$ cat config.mk
export PLATFORM = sky130hd
export DESIGN_NAME = integer_to_radix_text_unit
export DESIGN_NICKNAME = d
export VERILOG_FILES = /design/src/hw/rtl/itrt_pkg.sv /design/src/hw/rtl/itrt_ctrl.sv /design/src/hw/rtl/itrt_datapath.sv /design/src/hw/rtl/integer_to_radix_text_unit.sv
export SDC_FILE = /design/constraint.sdc
export NUM_CORES = 1
export LEC_CHECK = 0
export BUFFER_PORTS_ARGS = -buffer_cell sky130_fd_sc_hd__buf_2
export CAP_MARGIN = 0
export CORE_ASPECT_RATIO = 1.75
export CORE_MARGIN = 4
export CORE_UTILIZATION = 29
export CTS_CLUSTER_DIAMETER = 120
export DETAILED_ROUTE_END_ITERATION = 10
export PLACE_DENSITY_LB_ADDON = 0.25
export SETUP_SLACK_MARGIN = 0.2
export SLEW_MARGIN = 20
export SYNTH_ARGS = -nofsm -noshare
export SYNTH_HDL_FRONTEND = slang
export SYNTH_SLANG_ARGS = --single-unit
$ cat constraint.sdc
create_clock -name clk -period 3.67 [get_ports clk]
set_input_delay 0.734 -clock clk [delete_from_list [all_inputs] [get_ports clk]]
set_output_delay 0.734 -clock clk [all_outputs]
set_load 0.05 [all_outputs]
$ cat src/hw/rtl/itrt_pkg.sv
// ----------------------------------------------------------------------------
// itrt_pkg
// Shared constants, types and helpers for the integer to radix text unit.
// ----------------------------------------------------------------------------
`default_nettype none

package itrt_pkg;

    localparam int VALUE_BITS = 32;
    localparam int RADIX_W    = 6;
    localparam int MIN_W      = 6;
    localparam int CHAR_W     = 7;
    localparam int DIGIT_W    = 6;
    localparam int CNT_W      = $clog2(VALUE_BITS + 1);
    localparam int IDX_W      = $clog2(VALUE_BITS);
    localparam int BIT_W      = $clog2(VALUE_BITS);
    localparam int SAT_W      = (CNT_W > MIN_W) ? CNT_W : MIN_W;

    localparam logic [RADIX_W-1:0] RADIX_MIN     = RADIX_W'(2);
    localparam logic [RADIX_W-1:0] RADIX_MAX     = RADIX_W'(36);
    localparam logic [CHAR_W-1:0]  CHAR_QUESTION = CHAR_W'(63);
    localparam logic [CHAR_W-1:0]  CHAR_MINUS    = CHAR_W'(45);
    localparam logic [CHAR_W-1:0]  CHAR_ZERO     = CHAR_W'(48);
    localparam logic [CHAR_W-1:0]  CHAR_LETTER_A = CHAR_W'(65);

    typedef enum logic [2:0] {
        ST_IDLE,
        ST_BAD,
        ST_DIVIDE,
        ST_HEAD,
        ST_PAD,
        ST_DIGIT
    } state_t;

    typedef enum logic [2:0] {
        EMIT_NONE,
        EMIT_BAD,
        EMIT_SIGN,
        EMIT_PAD,
        EMIT_DIGIT
    } emit_t;

    typedef struct packed {
        logic  load;
        logic  div_step;
        emit_t emit_sel;
    } cmd_t;

    typedef struct packed {
        logic radix_ok;
        logic div_last;
        logic quot_zero;
        logic neg;
        logic pad_more;
        logic pad_more_next;
        logic last_digit;
    } status_t;

    function automatic logic [CHAR_W-1:0] digit_char(input logic [DIGIT_W-1:0] d);
        if (d < DIGIT_W'(10))
            digit_char = CHAR_ZERO + CHAR_W'(d);
        else
            digit_char = CHAR_LETTER_A + CHAR_W'(d - DIGIT_W'(10));
    endfunction

endpackage

`default_nettype wire

$ cat src/hw/rtl/itrt_ctrl.sv
// ----------------------------------------------------------------------------
// itrt_ctrl
// Sequencer: divide loop, then sign, padding and digit emission; a '?' for a bad radix.
// ----------------------------------------------------------------------------
`default_nettype none

module itrt_ctrl
    import itrt_pkg::*;
(
    input  wire logic    clk,
    input  wire logic    rst_n,
    input  wire logic    start,
    input  wire status_t status,
    output cmd_t         cmd,
    output logic         busy
);

    state_t state_reg;
    state_t state_next;

    always_ff @(posedge clk or negedge rst_n)
    begin
        if (!rst_n)
            state_reg <= ST_IDLE;
        else
            state_reg <= state_next;
    end

    always_comb
    begin
        state_next = state_reg;
        unique case (state_reg)
            ST_IDLE:
            begin
                if (start)
                    state_next = status.radix_ok ? ST_DIVIDE : ST_BAD;
            end
            ST_BAD:
                state_next = ST_IDLE;
            ST_DIVIDE:
            begin
                if (status.div_last && status.quot_zero)
                    state_next = ST_HEAD;
            end
            ST_HEAD:
                state_next = status.pad_more ? ST_PAD : ST_DIGIT;
            ST_PAD:
                state_next = status.pad_more_next ? ST_PAD : ST_DIGIT;
            ST_DIGIT:
            begin
                if (status.last_digit)
                    state_next = ST_IDLE;
            end
            default:
                state_next = ST_IDLE;
        endcase
    end

    always_comb
    begin
        cmd.load     = 1'b0;
        cmd.div_step = 1'b0;
        cmd.emit_sel = EMIT_NONE;
        busy         = 1'b1;
        unique case (state_reg)
            ST_IDLE:
            begin
                busy     = 1'b0;
                cmd.load = start;
            end
            ST_BAD:
                cmd.emit_sel = EMIT_BAD;
            ST_DIVIDE:
                cmd.div_step = 1'b1;
            ST_HEAD:
                cmd.emit_sel = status.neg ? EMIT_SIGN : EMIT_NONE;
            ST_PAD:
                cmd.emit_sel = EMIT_PAD;
            ST_DIGIT:
                cmd.emit_sel = EMIT_DIGIT;
            default:
                busy = 1'b0;
        endcase
    end

endmodule

`default_nettype wire

$ cat src/hw/rtl/itrt_datapath.sv
// ----------------------------------------------------------------------------
// itrt_datapath
// Bit-serial divider, digit stack, pad counter and character output register.
// ----------------------------------------------------------------------------
`default_nettype none

module itrt_datapath
    import itrt_pkg::*;
(
    input  wire logic                  clk,
    input  wire logic                  rst_n,
    input  wire logic [VALUE_BITS-1:0] value,
    input  wire logic [RADIX_W-1:0]    radix,
    input  wire logic [MIN_W-1:0]      min_digits,
    input  wire cmd_t                  cmd,
    output status_t                    status,
    output logic [CHAR_W-1:0]          char_code,
    output logic                       last,
    output logic                       strobe
);

    logic [VALUE_BITS-1:0] mag_reg;
    logic [VALUE_BITS-1:0] mag_next;
    logic [DIGIT_W-1:0]    rem_reg;
    logic [DIGIT_W-1:0]    rem_next;
    logic [BIT_W-1:0]      bit_reg;
    logic [RADIX_W-1:0]    radix_reg;
    logic                  neg_reg;
    logic [CNT_W-1:0]      ndig_reg;
    logic [CNT_W-1:0]      pad_reg;
    logic [DIGIT_W-1:0]    stack_reg [VALUE_BITS];
    logic [CHAR_W-1:0]     char_reg;
    logic                  last_reg;
    logic                  strobe_reg;

    logic [DIGIT_W:0]      trial;
    logic                  qbit;
    logic [CNT_W-1:0]      ndig_dec;
    logic [SAT_W-1:0]      min_ext;
    logic [CNT_W-1:0]      min_sat;

    assign trial    = {rem_reg, mag_reg[VALUE_BITS-1]};
    assign qbit     = (trial >= {1'b0, radix_reg});
    assign rem_next = qbit ? DIGIT_W'(trial - {1'b0, radix_reg}) : trial[DIGIT_W-1:0];
    assign mag_next = {mag_reg[VALUE_BITS-2:0], qbit};
    assign ndig_dec = ndig_reg - CNT_W'(1);

    assign min_ext = SAT_W'(min_digits);
    assign min_sat = (min_ext > SAT_W'(VALUE_BITS)) ? CNT_W'(VALUE_BITS) : CNT_W'(min_ext);

    assign status.radix_ok      = (radix >= RADIX_MIN) && (radix <= RADIX_MAX);
    assign status.div_last      = (bit_reg == BIT_W'(VALUE_BITS - 1));
    assign status.quot_zero     = (mag_next == '0);
    assign status.neg           = neg_reg;
    assign status.pad_more      = (pad_reg > ndig_reg);
    assign status.pad_more_next = (pad_reg > ndig_reg + CNT_W'(1));
    assign status.last_digit    = (ndig_reg == CNT_W'(1));

    always_ff @(posedge clk)
    begin
        if (cmd.load)
        begin
            neg_reg   <= value[VALUE_BITS-1];
            mag_reg   <= value[VALUE_BITS-1] ? (~value + VALUE_BITS'(1)) : value;
            radix_reg <= radix;
            pad_reg   <= min_sat;
            rem_reg   <= '0;
            bit_reg   <= '0;
        end
        else if (cmd.div_step)
        begin
            mag_reg <= mag_next;
            if (status.div_last)
            begin
                stack_reg[ndig_reg[IDX_W-1:0]] <= rem_next;
                rem_reg <= '0;
                bit_reg <= '0;
            end
            else
            begin
                rem_reg <= rem_next;
                bit_reg <= bit_reg + BIT_W'(1);
            end
        end
        else if (cmd.emit_sel == EMIT_PAD)
        begin
            pad_reg <= pad_reg - CNT_W'(1);
        end
    end

    always_ff @(posedge clk or negedge rst_n)
    begin
        if (!rst_n)
            ndig_reg <= '0;
        else if (cmd.load)
            ndig_reg <= '0;
        else if (cmd.div_step && status.div_last)
            ndig_reg <= ndig_reg + CNT_W'(1);
        else if (cmd.emit_sel == EMIT_DIGIT)
            ndig_reg <= ndig_dec;
    end

    always_ff @(posedge clk or negedge rst_n)
    begin
        if (!rst_n)
            strobe_reg <= 1'b0;
        else
            strobe_reg <= (cmd.emit_sel != EMIT_NONE);
    end

    always_ff @(posedge clk)
    begin
        unique case (cmd.emit_sel)
            EMIT_BAD:
            begin
                char_reg <= CHAR_QUESTION;
                last_reg <= 1'b1;
            end
            EMIT_SIGN:
            begin
                char_reg <= CHAR_MINUS;
                last_reg <= 1'b0;
            end
            EMIT_PAD:
            begin
                char_reg <= CHAR_ZERO;
                last_reg <= 1'b0;
            end
            EMIT_DIGIT:
            begin
                char_reg <= digit_char(stack_reg[ndig_dec[IDX_W-1:0]]);
                last_reg <= status.last_digit;
            end
            default:
            begin
                char_reg <= char_reg;
                last_reg <= last_reg;
            end
        endcase
    end

    assign char_code = char_reg;
    assign last      = last_reg;
    assign strobe    = strobe_reg;

endmodule

`default_nettype wire

$ cat src/hw/rtl/integer_to_radix_text_unit.sv
// ----------------------------------------------------------------------------
// integer_to_radix_text_unit
// Converts a signed integer to ASCII text in radix 2 to 36.
// ----------------------------------------------------------------------------
// A request (value, radix, min_digits) is taken on a rising edge with start
// high and busy low. Characters come out on char_code, one per cycle while
// emitting, each valid for the single cycle that strobe is high; last marks
// the final character of the number. The receiver cannot stall the unit.
// A radix outside 2..36 gives one '?' character, marked last, through the
// ST_BAD state. Otherwise a bit-serial restoring divider produces the
// digits, least significant first, onto a digit stack; then the sign slot
// (a '-' for a negative value only), the pad zeros and the digits, most
// significant first, are emitted. busy drops as the last character is
// registered, so the next request may be taken in the cycle that it shows.
// Reset clears the sequencer and the strobe; no clearing pass is needed.
// ----------------------------------------------------------------------------
`default_nettype none

module integer_to_radix_text_unit
    import itrt_pkg::*;
(
    input  wire logic                  clk,
    input  wire logic                  rst_n,
    input  wire logic                  start,
    output logic                       busy,
    input  wire logic [VALUE_BITS-1:0] value,
    input  wire logic [RADIX_W-1:0]    radix,
    input  wire logic [MIN_W-1:0]      min_digits,
    output logic [CHAR_W-1:0]          char_code,
    output logic                       last,
    output logic                       strobe
);

    cmd_t    cmd;
    status_t status;

    itrt_ctrl u_ctrl (
        .clk    (clk),
        .rst_n  (rst_n),
        .start  (start),
        .status (status),
        .cmd    (cmd),
        .busy   (busy)
    );

    itrt_datapath u_datapath (
        .clk        (clk),
        .rst_n      (rst_n),
        .value      (value),
        .radix      (radix),
        .min_digits (min_digits),
        .cmd        (cmd),
        .status     (status),
        .char_code  (char_code),
        .last       (last),
        .strobe     (strobe)
    );

endmodule

`default_nettype wire
# [After elaboration in Yosys (flattened, before gate mapping)]
# Memories as Yosys holds them, arrays and structs flattened.
# Index checks and enable logic that the tools add are counted.
[op_classes] eq_ne=15 n_bitwise=1 n_mux=32 n_addsub=9 div_mod_pow=0 n_reduce_logical=15 multipliers=0 magnitude_cmp=7 n_shift=0
[ops] operator="32-bit two-way mux" count=3
[ops] operator="6-bit two-way mux" count=9
[ops] operator="32-bit by 1-bit adder with 32-bit output, second input constant" count=1
[ops] operator="32-bit zero test" count=1
[ops] operator="32-bit NOT" count=1
[ops] operator="7-bit case mux with 4 select lines" count=1
[ops] operator="3-bit case mux with 5 select lines" count=1
[ops] operator="3-bit by 2-bit == test with 1-bit output, second input constant" count=4
[ops] operator="6-bit greater-than comparator" count=2
[ops] operator="3-bit case mux with 4 select lines" count=1
[ops] operator="6-bit by 1-bit subtractor with 6-bit output, second input constant" count=2
[ops] operator="3-bit == test, second input constant" count=3
[ops] operator="1-bit two-way mux" count=9
[ops] operator="3-bit two-way mux" count=3
[ops] operator="3-bit nonzero test" count=3
[ops] operator="6-bit by 6-bit adder with 7-bit output, first input constant" count=1
[ops] operator="7-bit adder, first input constant" count=1
[ops] operator="7-bit by 6-bit >= comparator with 1-bit output" count=1
[ops] operator="7-bit two-way mux" count=1
[ops] operator="6-bit by 4-bit subtractor with 7-bit output, second input constant" count=1
[ops] operator="6-bit by 1-bit adder with 6-bit output, second input constant" count=1
[ops] operator="3-bit by 1-bit == test with 1-bit output, second input constant" count=2
[ops] operator="6-bit by 1-bit == test with 1-bit output, second input constant" count=1
[ops] operator="6-bit by 2-bit >= comparator with 1-bit output, second input constant" count=1
[ops] operator="19 further kinds" count=25
[word_totals] rom_bits=0 latch_bits=0 ram_bits=192 regBits=74 memories=1
[memory_table] memory="u_datapath.stack_reg" depth=32 word_bits=6 rd=1 rd_ports_with_merged_regs=0 write_ports=1 line_no="itrt_datapath.sv:31" source="logic [DIGIT_W-1:0] stack_reg [VALUE_BITS];"

# [Longest topological paths before layout]
[depth] word_depth=6 depth_mapped=19

# [Hierarchy]
# A second synthesis with hierarchy kept.
[unflattened] hier_cells=917 area_unflattened_um2=12578.3
[by_module_without_submodules] mod="itrt_datapath" area_each_um2=12324.3 cells_per_inst=889 instances=1
[by_module_without_submodules] mod="itrt_ctrl" area_each_um2=254.0 cells_per_inst=28 instances=1

# [Least setup slack after synthesis]
# No wires, ideal clock.
[synth_timing] kind="register to register" startpoint="register u_datapath.ndig_reg[0]" endpoint="register u_datapath.char_reg[5], in the netlist u_datapath.char_code[5] (data pin)" arrival_ns=3.517 stages_incl_launch_ff=16 t_required_ns=3.409 slack_ns=-0.108 cell_sequence="dfrtp_1 buf_6 buf_12 inv_4 ha_1 inv_2 buf_1 mux4_1 mux2i_1 o221ai_1 inv_1 ha_1 buf_6 nand2_1 and3_2 a221o_1"
[synth_between] elab_chain_cells=6
[synth_rtl] element="from (decl)" line_no="itrt_datapath.sv:29" source="logic [CNT_W-1:0] ndig_reg;"
[synth_rtl] element="from (signal assigned)" line_no="itrt_datapath.sv:98" source="ndig_reg <= ndig_reg + CNT_W'(1);"
[synth_rtl] element="from (signal assigned)" line_no="itrt_datapath.sv:100" source="ndig_reg <= ndig_dec;"
[synth_rtl] element="6-bit by 1-bit subtractor with 6-bit output (*)" line_no="itrt_datapath.sv:46" source="assign ndig_dec = ndig_reg - CNT_W'(1);"
[synth_rtl] element="memory read 32 x 6 bit (*)"
[synth_rtl] element="6-bit by 4-bit subtractor with 7-bit output" line_no="itrt_pkg.sv:63" source="digit_char = CHAR_LETTER_A + CHAR_W'(d - DIGIT_W'(10));"
[synth_rtl] element="7-bit adder" line_no="itrt_pkg.sv:63"
[synth_rtl] element="7-bit two-way mux (*)" line_no="itrt_pkg.sv:60" source="if (d < DIGIT_W'(10))"
[synth_rtl] element="7-bit case mux with 4 select lines (*)" line_no="itrt_datapath.sv:113" source="unique case (cmd.emit_sel)"
[synth_rtl] element="to (signal assigned)" line_no="itrt_datapath.sv:131" source="char_reg <= digit_char(stack_reg[ndig_dec[IDX_W-1:0]]);"
[synth_rtl] element="to (signal assigned)" line_no="itrt_datapath.sv:136" source="char_reg <= char_reg;"
[synth_rtl] element="to (decl)" line_no="itrt_datapath.sv:32" source="logic [CHAR_W-1:0] char_reg;"
# Every way passes the cells marked *; elsewhere a longest branch is shown, timed or not.
# A chain may end at the register's enable or synchronous reset.

# [Worst setup path after layout]
# Same ends and word-level chain as after synthesis.

==> results by group <==
Timing
  – Final setup vio count: 0
  – Final worst path period share: 90.9%
  – Fmax: 300 MHz
  – Worst setup margin: 0.335 ns
  – Min Tclk post-route: 3.33 ns
  – Setup repair after global routing missed its margin: yes
  – Total Neg Setup Slack: 0 ns
  – Final Hold Vio Count: 0
  – Slew headroom: 28.9%
  – Clock skew: 0.0357 ns
  – Slew @ Worst Pin: 1.06 ns
  – Final Max Slew Viols: 0

Power and ir drop
  – Static Leak: 0.00495 uW
  – Pwr/cell area: 902 nW/um^2
  – Worst vdd ir: 565 uV

Synth
  – Ys Warns: 0
  – Net count after synthesis: 960
  – Synth Area in Adders: 2.92%
  – Synthesis-stage register bit count: 266
  – Most frequent cell after synthesis: edfxtp_1
  – Register area share after synthesis: 61.6%
  – Post-synthesis cell area: 12,700 um^2
  – Netlist cell types: 84
  – Ranking of synthesized cells by area: edfxtp_1, mux4_2, mux4_1, ha_1, nand2_1
  – Cell count after synthesis: 884
  – EDFF count, synth: 245
  – Compound-Gate Fraction of Synth Area: 8.46%
  – Main flop type after synthesis: edfxtp_1
  – Top cells by count, synth: edfxtp_1, nand2_1, nor2_1
  – Largest family of logic cells by synthesized area: multiplexers
  – Post-Syn Area per Cell: 14.4 um^2
  – Post-synth ARST share: 3.76%
  – Post-synthesis mux area share: 10.5%
  – Top-area cell type share of the netlist area: 57.9%
  – Post-synth top area cell: edfxtp_1
  – Xor/xnor share of the synthesized area: 3.30%
  – Post-synthesis simple-gate area fraction: 9.82%

Route
  – Routed len/inst: 20.4 um
  – Drt via density: 4.88
  – DR pass1 iterations: 4
  – Antenna viol nets, final: 0
  – Vias post-DR: 7,548
  – Remaining DRCs: 0
  – Initial DRC Count: 482
  – Final wirelength: 31,600 um

Placed design
  – Dpl hpwl: 23,100 um
  – Final GP Congestion: 0.846
  – Dpl ws: 0.175 ns
  – Port Buf Inserts: 56

Critical path
  – CP required: 3.97 ns
  – CP dominant cell by count: buf_4
  – R2R Path Start: u_datapath.ndig_reg[0]
  – CP endpoint: u_datapath.char_code[5]
  – Slowest cell on the critical path: dfrtp_2
  – Buf/Inv on CP: 4
  – R2r setup slk: 0.34 ns
  – CP top delay family: compound AO/OA/AOI/OAI gates
  – Critical path startpoint: u_datapath.ndig_reg[0]
  – Kind of critical path: flop to flop
  – Crit end category: flop
  – RR Endpoint: u_datapath.char_code[5]
  – CP max stage delay: 0.45 ns
  – Arrival @ worst endpoint: 3.63 ns
  – CP max FO: 12
  – FF-to-FF path depth: 13
  – Critical path launch point type: flop
  – Critical Path Stages: 13
  – Cell Chain, Critical Path: inv_6, ha_2, xor2_4, buf_4, buf_4, mux4_2, nand2_1, a31oi_1, nand2_1, ha_1, buf_4, a211o_1, a221o_1

Floorplanning
  – Row count: 101
  – Chip width: 166 um
  – I/O Pins: 57
  – Initial Utilization: 29.3%
  – Die height: 285 um
  – Core area: 43,300 um^2
  – Die footprint: 47,400 um^2

Global routing
  – GRT met2 Usage: 26.2%
  – Vias in the first global route: 7,902
  – Largest net degree at the start of global routing: 64
  – All-Layer GR Usage: 13.1%
  – Initial antenna violation count: 0
  – Most used routing layer: met2
  – Global-route met3 utilization: 1.71%
  – GRT Residual Overflow: 0
  – Global-route wire length before repair: 48,100 um
  – GRT met1 Usage: 13.4%

Cells and area
  – ANT cells: 0
  – FF/Latch Area: 7830 um^2
  – Layout cell share with drive strength beyond 1: 21.8%
  – Area Growth Syn to Fin: 13.7%
  – Post-layout net count: 1,039
  – Final core utilization: 33.3%
  – Fill count: 4,251
  – Max FFs per register: 192
  – Footprint of the multi-input gates: 4490 um^2

Clock network
  – CTS H-tree depth: 1
  – CTS Buf Count: 23
  – Clk root buf: clkbuf_16
  – Longest Clk Path Bufs: 3
  – Worst-path clk slew: 0.08 ns
  – CTS tree: yes
  – Clock Latency Late Sink: 0.54 ns
  – Post-CTS Setup Repair Bufs: 0
  – CTS Sinks: 266

Run
  – Max_cap viols: 0

Outcome
  – Status: complete, no violations

Worst hold path
  – Hold Path Class: primary input to async pin
-- cell type report --
cell class	count	area share, %
repair buffers	94	4.00
multi-input cells	551	31.1
flip-flops and latches	266	54.2
clock buffers	28	4.32
well taps	566	4.90
clock inverters	14	0.754
inverters	27	0.737
-- stage by stage --
step | power (uW) | instances | cell area [um^2] | hold slack [ns]
2_1_floorplan | 8860 | 884 | 12700 | 0.438
3_3_place_gp | 10600 | 1504 | 13700 | 0.448
3_5_place_dp | 10700 | 1504 | 13700 | 0.454
4_1_cts | 13100 | 1546 | 14400 | 0.0262
5_1_grt | 13800 | 1546 | 14400 | 0.0481
6_report | 13000 | 1546 | 14400 | 0.0489
-- how the worst min path moves through the flow --
stage | start | to | cells past startpoint
2_1_floorplan | rst_n | u_ctrl.state_reg[0] | 0
3_3_place_gp | u_datapath.bit_reg[4] | u_datapath.bit_reg[4] | 2
3_5_place_dp | u_datapath.bit_reg[4] | u_datapath.bit_reg[4] | 2
4_1_cts | rst_n | u_datapath.ndig_reg[1] | 1
5_1_grt | rst_n | u_datapath.ndig_reg[1] | 1
6_report | rst_n | u_datapath.strobe | 1
-- logic make-up after synthesis --
family	Yosys count
and+or+nand+nor	252
DFF	266
AOI/OAI and AO/OA	155
buffers and inverters	67
xor gates and xnor gates	47
adders and majority gates	29
muxes	68
-- where the power goes --
group	switching [uW]	internal, uW	total, uW
clock	1120	1290	2410
sequential	355	4340	4690
combinational	3700	2210	5910
-- per-layer routing --
metal  vias up  wire (um)
li1       3558          -
met1      3763      11000
met2       174      18100
met3        53       1170
met4         0       1330
met5         -          0
-- cells in the final DEF, fill, tap and decap left out, types with 6 or more instances in the layout --
cell type,netlist,final
a21oi_1,21,21
a22o_1,6,6
buf_2,7,56
buf_4,0,37
clkbuf_16,0,23
dfrtp_1,10,9
dfxtp_1,11,11
edfxtp_1,245,245
ha_1,28,27
inv_1,23,23
mux2_2,7,7
mux2i_1,14,12
mux4_1,14,14
mux4_2,33,33
nand2_1,86,86
nand3_1,12,12
nand3b_1,8,8
nand4_1,7,7
nor2_1,72,71
nor2b_1,8,8
nor3_1,9,9
nor4_1,8,8
o21a_1,9,9
o21ai_0,48,48
o21ai_1,9,9
o22ai_1,6,6
o31ai_1,9,9
xnor2_1,15,15
xor2_1,31,31
-- timing repair --
| item | CTS | global route |
|---|---|---|
| endpoints found under the hold margin | 0 | 0 |
| gates cloned | 0 | 0 |
| setup endpoints to repair | 3 | 6 |
| gates resized for setup | 1 | 4 |
| hold buffers | 0 | 0 |
Power figures use the tool's default switching activity.
